==> config.mk <==
export PLATFORM = sky130hd
export DESIGN_NAME = fpa_div_cell
export DESIGN_NICKNAME = d
export VERILOG_FILES = /design/src/fpa_pkg.sv /design/src/fpa_div_cell.sv
export SDC_FILE = /design/constraint.sdc
export NUM_CORES = 1
export LEC_CHECK = 0
export ABC_AREA = 1
export ABC_CLOCK_PERIOD_IN_PS = 2940
export BUFFER_PORTS_ARGS = -buffer_cell sky130_fd_sc_hd__buf_2
export CAP_MARGIN = 20
export CORE_AREA = 2 2 167 169
export DETAILED_ROUTE_END_ITERATION = 6
export DIE_AREA = 0 0 169 171
export PLACE_DENSITY = 0.61
export SETUP_SLACK_MARGIN = 0.4
export SLEW_MARGIN = 5
export SYNTH_ARGS = -nofsm -noshare
export SYNTH_HDL_FRONTEND = slang
export SYNTH_SLANG_ARGS = --single-unit
==> constraint.sdc <==
create_clock -name i_clk -period 2.94 [get_ports i_clk]
set_clock_uncertainty 0.15 [all_clocks]
set_input_delay 0.294 -clock i_clk [delete_from_list [all_inputs] [get_ports i_clk]]
set_output_delay 0.294 -clock i_clk [all_outputs]
set_load 0.01 [all_outputs]
==> src/fpa_pkg.sv <==
// Shared constants, payload types and the saturation helper for the Q24.8 fixed-point ALU.
package fpa_pkg;

    localparam int FRAC_BITS = 8;
    localparam int DATA_W    = 32;
    localparam int NUM_W     = DATA_W + FRAC_BITS;
    localparam int PROD_W    = 2 * DATA_W;
    localparam int MULQ_W    = PROD_W - FRAC_BITS + 1;
    localparam int DIV_CELLS = NUM_W;

    localparam logic [3:0] KIND_ADD    = 4'd0;
    localparam logic [3:0] KIND_SUB    = 4'd1;
    localparam logic [3:0] KIND_MUL    = 4'd2;
    localparam logic [3:0] KIND_DIV    = 4'd3;
    localparam logic [3:0] KIND_MIN    = 4'd4;
    localparam logic [3:0] KIND_MAX    = 4'd5;
    localparam logic [3:0] KIND_INC    = 4'd6;
    localparam logic [3:0] KIND_DEC    = 4'd7;
    localparam logic [3:0] KIND_TO_INT = 4'd8;

    localparam logic [1:0] FAULT_NONE = 2'd0;
    localparam logic [1:0] FAULT_OVF  = 2'd1;
    localparam logic [1:0] FAULT_DIV0 = 2'd2;

    localparam logic [DATA_W-1:0] SAT_MAX = {1'b0, {(DATA_W-1){1'b1}}};
    localparam logic [DATA_W-1:0] SAT_MIN = {1'b1, {(DATA_W-1){1'b0}}};

    typedef struct packed {
        logic [3:0]               kind;
        logic signed [DATA_W-1:0] operand_a;
        logic signed [DATA_W-1:0] operand_b;
    } t_in_item;

    typedef struct packed {
        logic signed [DATA_W-1:0] result_value;
        logic                     a_greater;
        logic                     a_equal;
        logic                     a_less;
        logic [1:0]               fault;
    } t_out_item;

    // Everything an item carries along the whole pipeline.
    typedef struct packed {
        logic [3:0]        kind;
        logic              gt;
        logic              eq;
        logic              lt;
        logic [DATA_W-1:0] simple_result;
        logic [1:0]        simple_fault;
        logic              neg;
        logic              div_zero;
        logic              a_neg;
    } t_common;

    typedef struct packed {
        t_common           common;
        logic [DATA_W-1:0] mag_a;
        logic [DATA_W-1:0] mag_b;
    } t_prep;

    typedef struct packed {
        t_common           common;
        logic [PROD_W-1:0] product;
        logic [DATA_W-1:0] den;
        logic [DATA_W-1:0] rem;
        logic [NUM_W-1:0]  nq;
    } t_cell;

    typedef struct packed {
        t_common           common;
        logic [NUM_W:0]    q_rnd;
        logic [MULQ_W-1:0] m_rnd;
    } t_fin;

    typedef struct packed {
        logic [DATA_W-1:0] value;
        logic [1:0]        fault;
    } t_sat;

    // Applies a sign to a magnitude and saturates it to the signed data range.
    function automatic t_sat sat_mag(input logic neg, input logic [PROD_W-1:0] mag);
        t_sat res;
        res.fault = FAULT_NONE;
        if (neg) begin
            if (mag > PROD_W'(SAT_MIN)) begin
                res.value = SAT_MIN;
                res.fault = FAULT_OVF;
            end else begin
                res.value = ~mag[DATA_W-1:0] + {{(DATA_W-1){1'b0}}, 1'b1};
            end
        end else begin
            if (mag > PROD_W'(SAT_MAX)) begin
                res.value = SAT_MAX;
                res.fault = FAULT_OVF;
            end else begin
                res.value = mag[DATA_W-1:0];
            end
        end
        return res;
    endfunction

endpackage

==> src/fpa_div_cell.sv <==
// One restoring-division cell: produces one quotient bit and passes the item on.
module fpa_div_cell import fpa_pkg::*; (
    input  logic  i_clk,
    input  logic  i_rst_n,
    input  logic  i_en,
    input  logic  i_valid,
    input  t_cell i_data,
    output logic  o_valid,
    output t_cell o_data
);

    logic            r_valid;
    t_cell           r_data;
    t_cell           n_data;
    logic [DATA_W:0] trial;
    logic [DATA_W:0] diff;
    logic            ge;

    // Bring down the next numerator bit and try to subtract the divisor.
    assign trial = {i_data.rem, i_data.nq[NUM_W-1]};
    assign diff  = trial - {1'b0, i_data.den};
    assign ge    = (trial >= {1'b0, i_data.den});

    always_comb begin
        n_data     = i_data;
        n_data.rem = ge ? diff[DATA_W-1:0] : trial[DATA_W-1:0];
        n_data.nq  = {i_data.nq[NUM_W-2:0], ge};
    end

    always_ff @(posedge i_clk) begin
        if (!i_rst_n) begin
            r_valid <= 1'b0;
        end else if (i_en) begin
            r_valid <= i_valid;
        end
    end

    always_ff @(posedge i_clk) begin
        if (i_en) begin
            r_data <= n_data;
        end
    end

    assign o_valid = r_valid;
    assign o_data  = r_data;

    a_rem_below_den: assert property (@(posedge i_clk) disable iff (!i_rst_n)
        (r_valid && r_data.den != '0) |-> (r_data.rem < r_data.den))
        else $error("division remainder not below divisor");

endmodule

* Word level (Yosys, flattened, before mapping) *
Cells that the tools add are included.

operators by class
  add/sub/neg operators = 1
  order comparisons = 1
  mux-type cells = 1

operators with widths
  cell            number
  $ge 33x32->1    1
  $mux 32         1
  $sub 32x32->32  1

word-level totals
  register bits = 213
  bits of input ports = 216

* Longest topological paths before layout *
Gate-level depths: netlist of the first run.

  word-level depth = 2
  depth in mapped cells = 16

* Least setup slack after synthesis of the first run *
OpenSTA, ideal clock, no wires.

  path type = input-to-reg
  start point = input i_data[39] (netlist bit)
  end point = register r_data, in the netlist o_data[56] (data pin)
  setup time = 0.252 ns
  arrival = 1.656 ns
  setup slack = 0.881 ns
  cell stages on the path = 13
  path buffers = 0
  cells stage by stage = inv_1 -> ha_1 -> fa_1 -> inv_1 -> nand3_1 -> nand3_1 -> nand2_1 -> nand3_1 -> nand3_1 -> nand2_1 -> nand2_1 -> nand3_2 -> nand2_1

RTL lines
  item                  RTL line            RTL
  from (decl)           fpa_div_cell.sv:7   input t_cell i_data,
  to (signal assigned)  fpa_div_cell.sv:40  r_data <= n_data;
  to (decl)             fpa_div_cell.sv:13  t_cell r_data;

==> results of run 1 <==
[where the power goes]
part | switching [uW] | leakage, uW | internal (uW)
clock network | 1260 | 0.000394 | 1780
registers | 72.7 | 0.00208 | 3660
logic | 905 | 0.00484 | 702
total | 2230 | 0.00731 | 6140
[synth_stat cells, drive strengths merged]
cell,count,area [um^2]
nor2,38,158
inv,151,567
buf,10,86.3
edfxtp,212,6370
nand2,279,1080
nor3,9,60.1
o21ai,3,15.0
nand3b,11,82.6
dfxtp,1,20.0
and2,8,50.1
nand3,67,390
a21oi,22,110
xor2,13,114
a21o,2,15.0
ha,32,400
xnor2,1,8.76
fa,1,20.0
nand4,3,18.8
[worst max-delay path by stage]
stage                           from                    to  slack [ps]  cells past startpoint
final                     i_data[90]  o_data[70]$_DFFE_PP_         630                     12
after floorplan           i_data[39]  o_data[56]$_DFFE_PP_         880                     13
after detailed placement  i_data[90]  o_data[40]$_DFFE_PP_        -110                     13
after global routing      i_data[90]  o_data[67]$_DFFE_PP_         590                     12
after CTS                 i_data[90]  o_data[41]$_DFFE_PP_         480                     13
after global placement    i_data[90]  o_data[40]$_DFFE_PP_         -80                     13
[worst reg2reg max path: cells and delay by family (launching register included)]
| family | cells | cell delay (ps) |
|---|---|---|
| DFF | 1 | 340 |
| buffers and inverters | 1 | 570 |
| AOI/OAI and AO/OA | 2 | 230 |
[state kept, by name, indices dropped and copies added (netlist names)]
name,flops
o_data,212
o_valid,1
[final cells by class]
cell class / instances / share of cell area (%)
clock buffer: 37 / 4.68
inverter: 151 / 3.73
timing repair buffer: 661 / 29.3
clock inverter: 11 / 0.675
tap: 346 / 2.85
multi-input combinational: 490 / 16.6
sequential: 213 / 42.0
antenna: 7 / 0.115
[metal layers]
| layer | up-vias | global-route usage (%) | share of wire (%) |
|---|---|---|---|
| li1 | 4218 | - | - |
| met1 | 4041 | 28.9 | 40 |
| met2 | 372 | 41.3 | 49 |
| met4 | 6 | 8.03 | 3.9 |
| met5 | - | 0 | 0.10 |
| met3 | 80 | 5.27 | 7.1 |
[cells by family after synthesis]
family,count (synthesis)
AND/OR/NAND/NOR,415
AO/OA/AOI/OAI,27
XOR/XNOR,14
buffers and inverters,161
flip-flops,213
adder cells (fa/ha/maj),33
[what timing repair did]
action | 4_1_cts | 5_1_grt
setup endpoints to repair | 0 | 32
setup buffers | 0 | 3
endpoints found under the hold margin | 211 | 0
hold buffers | 212 | 0
[metrics by stage]
step | total power, uW | setup WS (ps)
floorplan | 4450 | 881
global placement | 5130 | -78.3
detailed placement | 5140 | -111
CTS | 8450 | 480
global route | 8730 | 590
finish | 8380 | 633
==> impl_metrics.csv, run 1 <==
group,metric,value,unit
power,power_density,551,mW/mm^2
flow_run,maxCapViolations,0,
critical_path,crit_fanout,15,
route,drtAntennaViolNets,0,
cells_and_area,drive_gt1_share,32.6,%
die,start_util,35.0,%
die,io_pins,429,
die,die_x,169,um
critical_path,critPathSlowestCell,"nor2_2",
critical_path,r2r-start,"o_valid$_SDFFE_PN0P_",
sta,holdWs,55.3,ps
critical_path,path_class,"input port to flop",
hold_path,worstHoldStart,"i_en",
yosys,syn-num-nets,1112,
cells_and_area,fin_util,55.6,%
placed_design,hpwl,25800,um
cells_and_area,fillCellCount,2419,
yosys,postSynthCellCount,863,
route,vias_per_cell,4.55,
outcome,status,"finished, final reports clean",
critical_path,critPathRequiredTime,3190,ps
critical_path,crit_buf_inv,2,
sta,tightest_slew,1100,ps
sta,fmax,0.433,GHz
yosys,muxShareOfSynthArea,0,%
die,die-area,0.0289,mm^2
yosys,yosysUniqueCellTypes,27,
route,firstDrtPassIters,5,
grt,grt_max_degree,68,
sta,period_needed,2310,ps
clocking,cts.sinks,213,
yosys,yosys.area_share.simple,19.2,%
clocking,ctsResizeCount,0,
clocking,cts-root-buf,"clkbuf_16",
critical_path,r2r_cells,3,
cells_and_area,final_area,0.0152,mm^2
cells_and_area,area.sequential,0.00639,mm^2
power,ir_drop,425,uV
sta,maxSlewViolCount,0,
cells_and_area,layout_commonest_cell,"buf_2",
cells_and_area,multi_input_area,0.00253,mm^2
critical_path,timing.rr.end,"o_valid$_SDFFE_PN0P_",
placed_design,routabilityCongestion,0.914,
clocking,htree_num_levels,1,
yosys,synth_top_family_by_area,"simple AND/OR/NAND/NOR gates",
route,drc_errors,0,
sta,slew_headroom,26.3,%
sta,rsz0062_at_grt,"no",
route,num_vias,8717,
cells_and_area,final_nets,1792,
yosys,synth-seq-area-share,66.8,%
yosys,ys_seq_elements,213,
yosys,ys_warn_count,0,
critical_path,cp_common_cell,"nand2_1",
route,routed_wirelength,36400,um
yosys,netlist_area,0.00956,mm^2
grt,grt_antenna_before_repair,9,
sta,hold_violations,0,
critical_path,rrSetupSlack,1530,ps
grt,grt_use_total,23.6,%
die,die_h,171,um
sta,period_share,78.5,%
placed_design,placed_cells,1645,
clocking,clk_latency,520,ps
critical_path,cp_top_family,"simple AND/OR/NAND/NOR gates",
clocking,clkTransAtPathRegs,60,ps
cells_and_area,final_cells,1916,
critical_path,path_cells,"buf_2 > inv_1 > ha_1 > nand2_1 > nor2_1 > nand2_1 > nor2_2 > nand2_1 > nand2_1 > nor2_2 > nand3_1 > nand2_1",
sta,tns,0,ps
power,p_leak,0.00731,uW
hold_path,min_to,"o_data[209]$_DFFE_PP_",
grt,grt_overflow,0,
critical_path,slowest_delay,880,ps
clocking,cts_tree,"yes",
hold_path,hold_depth,1,
route,post_drt_wl_per_cell,19.0,um
critical_path,start_kind,"input port",
yosys,syn_avg_cell_area,11.1,um^2
route,drt_iter0_drc,547,
cells_and_area,final_cell_mix,"buf_2, nand2_1, dlygate4sd3_1, edfxtp_1, inv_1",
placed_design,io_buffers,428,
critical_path,cp.arrival,2560,ps
placed_design,place_area,0.0122,mm^2
yosys,yosys.area_share.xor_xnor,1.28,%
clocking,cts.path.max_buffers,3,
sta,setup_viol,0,
critical_path,end_kind,"flop",
yosys,synth_fa_ha_area_share,4.40,%
clocking,numCtsBuffers,26,
die,core,0.0273,mm^2
die,num_rows,61,
grt,grt_pass1_vias,8677,
cells_and_area,syn2layout_area_growth,59.0,%
grt,grt_pass1_wl,51400,um
hold_path,min_path_type,"input port to flop",
yosys,synth-compound-area-share,1.47,%
Power figures use the tool's default switching activity.
==> inputs of run 2 (changes only) <==
--- a/config.mk
+++ b/config.mk
@@ -5,13 +5,13 @@
 export SDC_FILE = /design/constraint.sdc
 export NUM_CORES = 1
 export LEC_CHECK = 0
-export ABC_AREA = 1
-export ABC_CLOCK_PERIOD_IN_PS = 2940
+export ABC_AREA = 0
+export ABC_CLOCK_PERIOD_IN_PS = 1900
 export BUFFER_PORTS_ARGS = -buffer_cell sky130_fd_sc_hd__buf_2
 export CAP_MARGIN = 20
-export CORE_AREA = 2 2 167 169
+export CORE_AREA = 2 2 165 167
 export DETAILED_ROUTE_END_ITERATION = 6
-export DIE_AREA = 0 0 169 171
+export DIE_AREA = 0 0 167 169
 export PLACE_DENSITY = 0.61
 export SETUP_SLACK_MARGIN = 0.4
 export SLEW_MARGIN = 5
==> constraint.sdc (replaced) <==
create_clock -name i_clk -period 1.9 [get_ports i_clk]
set_clock_uncertainty 0.15 [all_clocks]
set_input_delay 0.19 -clock i_clk [delete_from_list [all_inputs] [get_ports i_clk]]
set_output_delay 0.19 -clock i_clk [all_outputs]
set_load 0.01 [all_outputs]
==> impl_metrics.csv, run 2 <==
group,metric,value,unit
grt,grt_use_total,22.3,%
route,vias_per_cell,4.65,
sta,holdWs,22.8,ps
yosys,synth_top_cells_by_area,"edfxtp_1, ha_1, a21oi_1",
outcome,status,"complete, but fails checks",
grt,grt_pass1_vias,8291,
grt,grt_pass1_wl,48200,um
die,die-area,0.0282,mm^2
yosys,yosysTopAreaCellShare,73.9,%
sta,fmax,0.377,GHz
power,clkPwrFrac,33.8,%
critical_path,critPathRequiredTime,2020,ps
critical_path,start_kind,"input port",
die,start_util,32.5,%
route,num_vias,7904,
hold_path,min_to,"o_data[69]$_DFFE_PP_",
outcome,violations,"setup timing",
yosys,yosysUniqueCellTypes,48,
hold_path,hold_depth,4,
yosys,synth-edff-count,212,
cells_and_area,syn2layout_area_growth,79.9,%
clocking,clkTransAtPathRegs,60,ps
grt,grt_antenna_before_repair,6,
power,ir_drop,1030,uV
route,firstDrtPassIters,5,
power,p_leak,0.00682,uW
yosys,synth_top_cell_by_area,"edfxtp_1",
yosys,ys_warn_count,0,
sta,maxSlewViolCount,0,
sta,tightest_slew,915,ps
sta,hold_violations,0,
clocking,cts.path.max_buffers,3,
yosys,postSynthCellCount,558,
placed_design,routabilityCongestion,0.857,
die,core,0.0265,mm^2
die,die_x,167,um
die,io_pins,429,
critical_path,cp.arrival,2770,ps
critical_path,path_class,"input port to flop",
critical_path,rrSetupSlack,580,ps
cells_and_area,final_cell_mix,"buf_2, dlygate4sd3_1, edfxtp_1",
route,drtAntennaViolNets,0,
sta,period_needed,2650,ps
clocking,cts-root-buf,"clkbuf_16",
grt,grt_overflow,0,
hold_path,min_path_type,"input port to flop",
yosys,dominantRegCellSynth,"edfxtp_1",
cells_and_area,drive_gt1_share,47.7,%
placed_design,hpwl,23100,um
placed_design,io_buffers,428,
yosys,yosys.cell_count.top_type,"edfxtp_1",
clocking,cts_tree,"yes",
cells_and_area,final_nets,1585,
critical_path,crit_fanout,2,
cells_and_area,largest_reg_flops,212,
route,routed_wirelength,33200,um
sta,period_share,140,%
critical_path,timing.rr.end,"o_valid$_SDFFE_PN0P_",
sta,slew_headroom,39.0,%
clocking,clk_latency,510,ps
sta,rsz0062_at_grt,"yes",
power,switching_share,25.7,%
yosys,async_flop_share,0,%
power,power_density,842,mW/mm^2
yosys,synthTopCellsByCount,"edfxtp_1, a21oi_1, inv_1, nor2_1, ha_1",
hold_path,worstHoldStart,"i_data[68]",
route,drt_iter0_drc,658,
power,p_switching,3360,uW
placed_design,post-place-ws,-1470,ps
clocking,htree_num_levels,1,
yosys,synth-seq-area-share,74.2,%
die,die_h,169,um
route,post_drt_wl_per_cell,19.6,um
cells_and_area,fillCellCount,2113,
critical_path,r2r_cells,3,
sta,setup_viol,33,
route,drc_errors,0,
sta,setup_ws,-753,ps
yosys,syn_avg_cell_area,15.4,um^2
cells_and_area,layout_commonest_cell,"buf_2",
grt,grt_max_degree,54,
yosys,ys_seq_elements,213,
power,p_comb_share,21.7,%
clocking,cts.sinks,213,
power,seq_power_share,44.4,%
yosys,netlist_area,0.00861,mm^2
yosys,syn-num-nets,807,
die,num_rows,60,
flow_run,maxCapViolations,0,
critical_path,r2r-start,"o_valid$_SDFFE_PN0P_",
clocking,numCtsBuffers,25,
critical_path,end_kind,"flop",
power,internal_power,9680,uW
-- run 2: cell count changes in the layout (fill, tap and decap cells not counted), sizes merged, moves of 10 or more --
| cell | before | now |
|---|---|---|
| o21ai | 3 | 17 |
| mux2 | 0 | 10 |
| xnor2 | 1 | 16 |
| nand2 | 279 | 27 |
| nand3b | 11 | 1 |
| inv | 151 | 39 |
| nand3 | 67 | 8 |
| a21o | 2 | 12 |
| buf | 449 | 554 |
| a21oi | 22 | 54 |
-- run 2: kinds of logic (layout without fill, tap and decap cells) --
logic type | Yosys count | count (layout) | share of synthesized area, %
AOI/OAI and AO/OA | 118 | 118 | 8.55
DFF | 213 | 213 | 74.2
xor gates and xnor gates | 27 | 27 | 2.75
buffers and inverters | 55 | 850 | 2.66
adders and majority gates | 33 | 33 | 4.88
other | 0 | 6 | 0
and+or+nand+nor | 99 | 99 | 5.33
muxes | 13 | 13 | 1.66
-- run 2: metal layers --
metal / GRT usage (%) / part of all wire [%]
met1: 25.1 / 37
met2: 40.4 / 52
met3: 5.40 / 6.6
met4: 9.67 / 4.4
met5: 0 / 0
-- run 2: power by group through the flow --
stage | combinational [uW] | clock [uW] | sequential (uW)
final | 2840 | 4410 | 5790
after global routing | 3030 | 4730 | 5830
after CTS | 2740 | 4520 | 5790
after detailed placement | 2230 | 0 | 5880
after global placement | 2210 | 0 | 5870
after floorplan | 728 | 0 | 6130
-- run 2: worst max-delay path by stage --
stage	startpoint	to
3_5_place_dp	i_data[39]	o_data[70]$_DFFE_PP_
6_report	i_data[39]	o_data[70]$_DFFE_PP_
2_1_floorplan	i_data[79]	o_data[53]$_DFFE_PP_
3_3_place_gp	i_data[39]	o_data[70]$_DFFE_PP_
5_1_grt	i_data[90]	o_data[64]$_DFFE_PP_
4_1_cts	i_data[87]	o_data[44]$_DFFE_PP_
-- run 2: worst max-delay path: stages --
cell and delay, ps:
buf_2 90, inv_1 50, ha_2 190, fa_2 390, nand2b_4 180, a21oi_4 160
o21ai_2 90, o311a_1 360, a31oi_4 260, a21oi_4 90, o41ai_2 350, xor2_1 110
mux2_4 260
-- run 2: what timing repair did --
action | CTS | global route
setup buffers | 10 | 6
hold buffers | 214 | 0
cloned | 1 | 0
endpoints found under the setup margin | 33 | 51
gates resized for setup | 51 | 38
pin swaps | 16 | 20
endpoints found under the hold margin | 229 | 0
-- run 2: cell type report --
cell class,count,area [um^2],area share (%)
clock buffer,33,656,4.23
antenna,6,15.0,0.0969
inverter,38,163,1.05
tap,341,427,2.75
timing repair buffer,768,5430,35.1
clock inverter,11,83.8,0.541
sequential,213,6390,41.2
multi-input combinational,290,2320,15.0
-- run 2: per-stage QoR --
stage	util (%)	total power [uW]	cell area [um^2]	TNS, ps	std cells
2_1_floorplan	-	6850	8790	-33130	558
3_3_place_gp	45.6	8080	12100	-38240	1419
3_5_place_dp	45.6	8110	12100	-40380	1419
4_1_cts	57.7	13000	15300	-22430	1688
5_1_grt	58.4	13600	15500	-24870	1698
6_report	58.4	13000	15500	-21290	1700
==> inputs of run 3 (changes only) <==
--- a/config.mk
+++ b/config.mk
@@ -6,7 +6,7 @@
 export NUM_CORES = 1
 export LEC_CHECK = 0
 export ABC_AREA = 0
-export ABC_CLOCK_PERIOD_IN_PS = 1900
+export ABC_CLOCK_PERIOD_IN_PS = 2400
 export BUFFER_PORTS_ARGS = -buffer_cell sky130_fd_sc_hd__buf_2
 export CAP_MARGIN = 20
 export CORE_AREA = 2 2 165 167
==> constraint.sdc (replaced) <==
create_clock -name i_clk -period 2.4 [get_ports i_clk]
set_clock_uncertainty 0.15 [all_clocks]
set_input_delay 0.24 -clock i_clk [delete_from_list [all_inputs] [get_ports i_clk]]
set_output_delay 0.24 -clock i_clk [all_outputs]
set_load 0.01 [all_outputs]
==> impl_metrics.csv, run 3 (synthesized netlist as in run 2, its figures left out) <==
group,metric,value,unit
sta,hold_violations,0,
sta,slew_headroom,56.5,%
sta,holdWs,36.8,ps
route,drc_errors,0,
outcome,status,"complete, but fails checks",
hold_path,min_path_type,"input port to flop",
clocking,cts_tree,"yes",
die,num_rows,60,
grt,grt_pass1_wl,46600,um
placed_design,io_buffers,428,
route,num_vias,7708,
grt,grt_antenna_before_repair,5,
grt,grt_pass1_vias,7959,
cells_and_area,fin_util,57.5,%
power,clkPwrFrac,35.7,%
hold_path,hold_depth,4,
sta,tns,-5140,ps
die,die_x,167,um
clocking,clk_latency,500,ps
die,die_h,169,um
route,drtAntennaViolNets,0,
critical_path,rrSetupSlack,1020,ps
cells_and_area,syn2layout_area_growth,77.1,%
power,ir_drop,704,uV
grt,grt_overflow,0,
critical_path,end_kind,"flop",
route,drt_iter0_drc,468,
hold_path,min_to,"o_data[68]$_DFFE_PP_",
route,post_drt_wl_per_cell,19.5,um
critical_path,r2r_cells,3,
power,internal_power,7860,uW
critical_path,timing.rr.end,"o_valid$_SDFFE_PN0P_",
die,die-area,0.0282,mm^2
sta,period_needed,2630,ps
clocking,htree_num_levels,1,
sta,fmax,0.380,GHz
clocking,cts.path.max_buffers,3,
die,io_pins,429,
sta,setup_ws,-229,ps
power,seq_power_share,43.7,%
power,switching_share,25.0,%
clocking,clkTransAtPathRegs,60,ps
power,power_density,687,mW/mm^2
cells_and_area,final_cells,1672,
power,p_comb_share,20.5,%
sta,period_share,110,%
placed_design,placed_cells,1407,
clocking,cts.sinks,213,
hold_path,worstHoldStart,"i_data[67]",
die,core,0.0265,mm^2
placed_design,hpwl,22700,um
sta,maxSlewViolCount,0,
outcome,violations,"setup timing",
flow_run,maxCapViolations,0,
cells_and_area,layout_commonest_cell,"buf_2",
critical_path,cp.arrival,2740,ps
sta,setup_viol,32,
cells_and_area,drive_gt1_share,46.5,%
grt,grt_use_total,21.6,%
cells_and_area,largest_reg_flops,212,
route,firstDrtPassIters,4,
critical_path,crit_fanout,5,
power,p_leak,0.00672,uW
cells_and_area,final_nets,1560,
critical_path,critPathRequiredTime,2510,ps
critical_path,path_class,"input port to flop",
critical_path,start_kind,"input port",
sta,rsz0062_at_grt,"yes",
cells_and_area,final_cell_mix,"buf_2, dlygate4sd3_1, edfxtp_1",
clocking,cts-root-buf,"clkbuf_16",
sta,tightest_slew,650,ps
power,p_switching,2610,uW
die,start_util,32.5,%
route,vias_per_cell,4.61,
route,routed_wirelength,32600,um
grt,grt_max_degree,62,
clocking,numCtsBuffers,24,
critical_path,r2r-start,"o_valid$_SDFFE_PN0P_",
placed_design,routabilityCongestion,0.857,
==> run 3: cell count changes in the layout (fill, tap and decap cells not counted), moves of 3 or more <==
cell and delta:
inv_1 -4, nor2_1 +7, a21oi_1 +8, clkinvlp_4 -3, clkbuf_8 +5, inv_2 +6
nor2_4 -5, buf_6 -4, buf_4 -15, a21oi_2 -7, clkinv_1 -6
==> run 3: per-layer routing <==
metal	up-vias	GRT usage, %	share of wire [%]
li1	3614	-	-
met1	3696	25.0	37
met2	326	38.4	51
met3	70	5.24	7.4
met4	2	9.15	4.4
met5	-	0	0.040
==> run 3: how the worst max path moves through the flow <==
stage	startpoint	endpoint	slack (ps)	cells after the start
2_1_floorplan	i_data[79]	o_data[53]$_DFFE_PP_	-640	12
3_3_place_gp	i_data[39]	o_data[70]$_DFFE_PP_	-880	13
3_5_place_dp	i_data[39]	o_data[70]$_DFFE_PP_	-1000	13
4_1_cts	i_data[79]	o_data[50]$_DFFE_PP_	-240	12
5_1_grt	i_data[89]	o_data[43]$_DFFE_PP_	-310	12
6_report	i_data[89]	o_data[43]$_DFFE_PP_	-230	12
==> run 3: layout make-up <==
type,count,area (um^2)
fillers,2115,11300
flip-flops and latches,213,6390
repair buffers,744,5220
multi-input cells,290,2250
clock buffers,37,721
well taps,341,427
inverters,38,158
clock inverters,5,78.8
diodes,4,10.0
==> run 3: per-stage QoR <==
| stage | power (uW) | setup WS, ps | cell area [um^2] |
|---|---|---|---|
| after CTS | 10500 | -240 | 15100 |
| after floorplan | 5430 | -644 | 8790 |
| final | 10500 | -229 | 15200 |
| after global placement | 6380 | -881 | 12000 |
| after detailed placement | 6400 | -1000 | 12000 |
| after global routing | 10900 | -311 | 15200 |
==> run 3: repair_timing <==
item                                    in CTS  in global routing
gates resized for setup                     48                 16
hold endpoints to repair                   215                 13
buffers inserted                             6                  0
endpoints found under the setup margin      33                 33
cloned                                       0                  0
pin swaps                                   21                  5
hold buffers                               211                  2
==> run 3: power by group through the flow <==
| stage | Clock (uW) | Sequential [uW] | Combinational [uW] |
|---|---|---|---|
| 2_1_floorplan | 0 | 4850 | 576 |
| 3_3_place_gp | 0 | 4640 | 1740 |
| 3_5_place_dp | 0 | 4650 | 1750 |
| 4_1_cts | 3830 | 4580 | 2110 |
| 5_1_grt | 3960 | 4610 | 2300 |
| 6_report | 3740 | 4580 | 2150 |
==> run 3: critical path: stages <==
cell and delay (ps):
buf_2 100, inv_2 40, ha_4 260, nand4_1 180, or4_4 540, a21oi_4 150, nor3_4 60, a211oi_2 270
o21ai_2 110, o31ai_4 270, buf_6 200, mux2_4 310
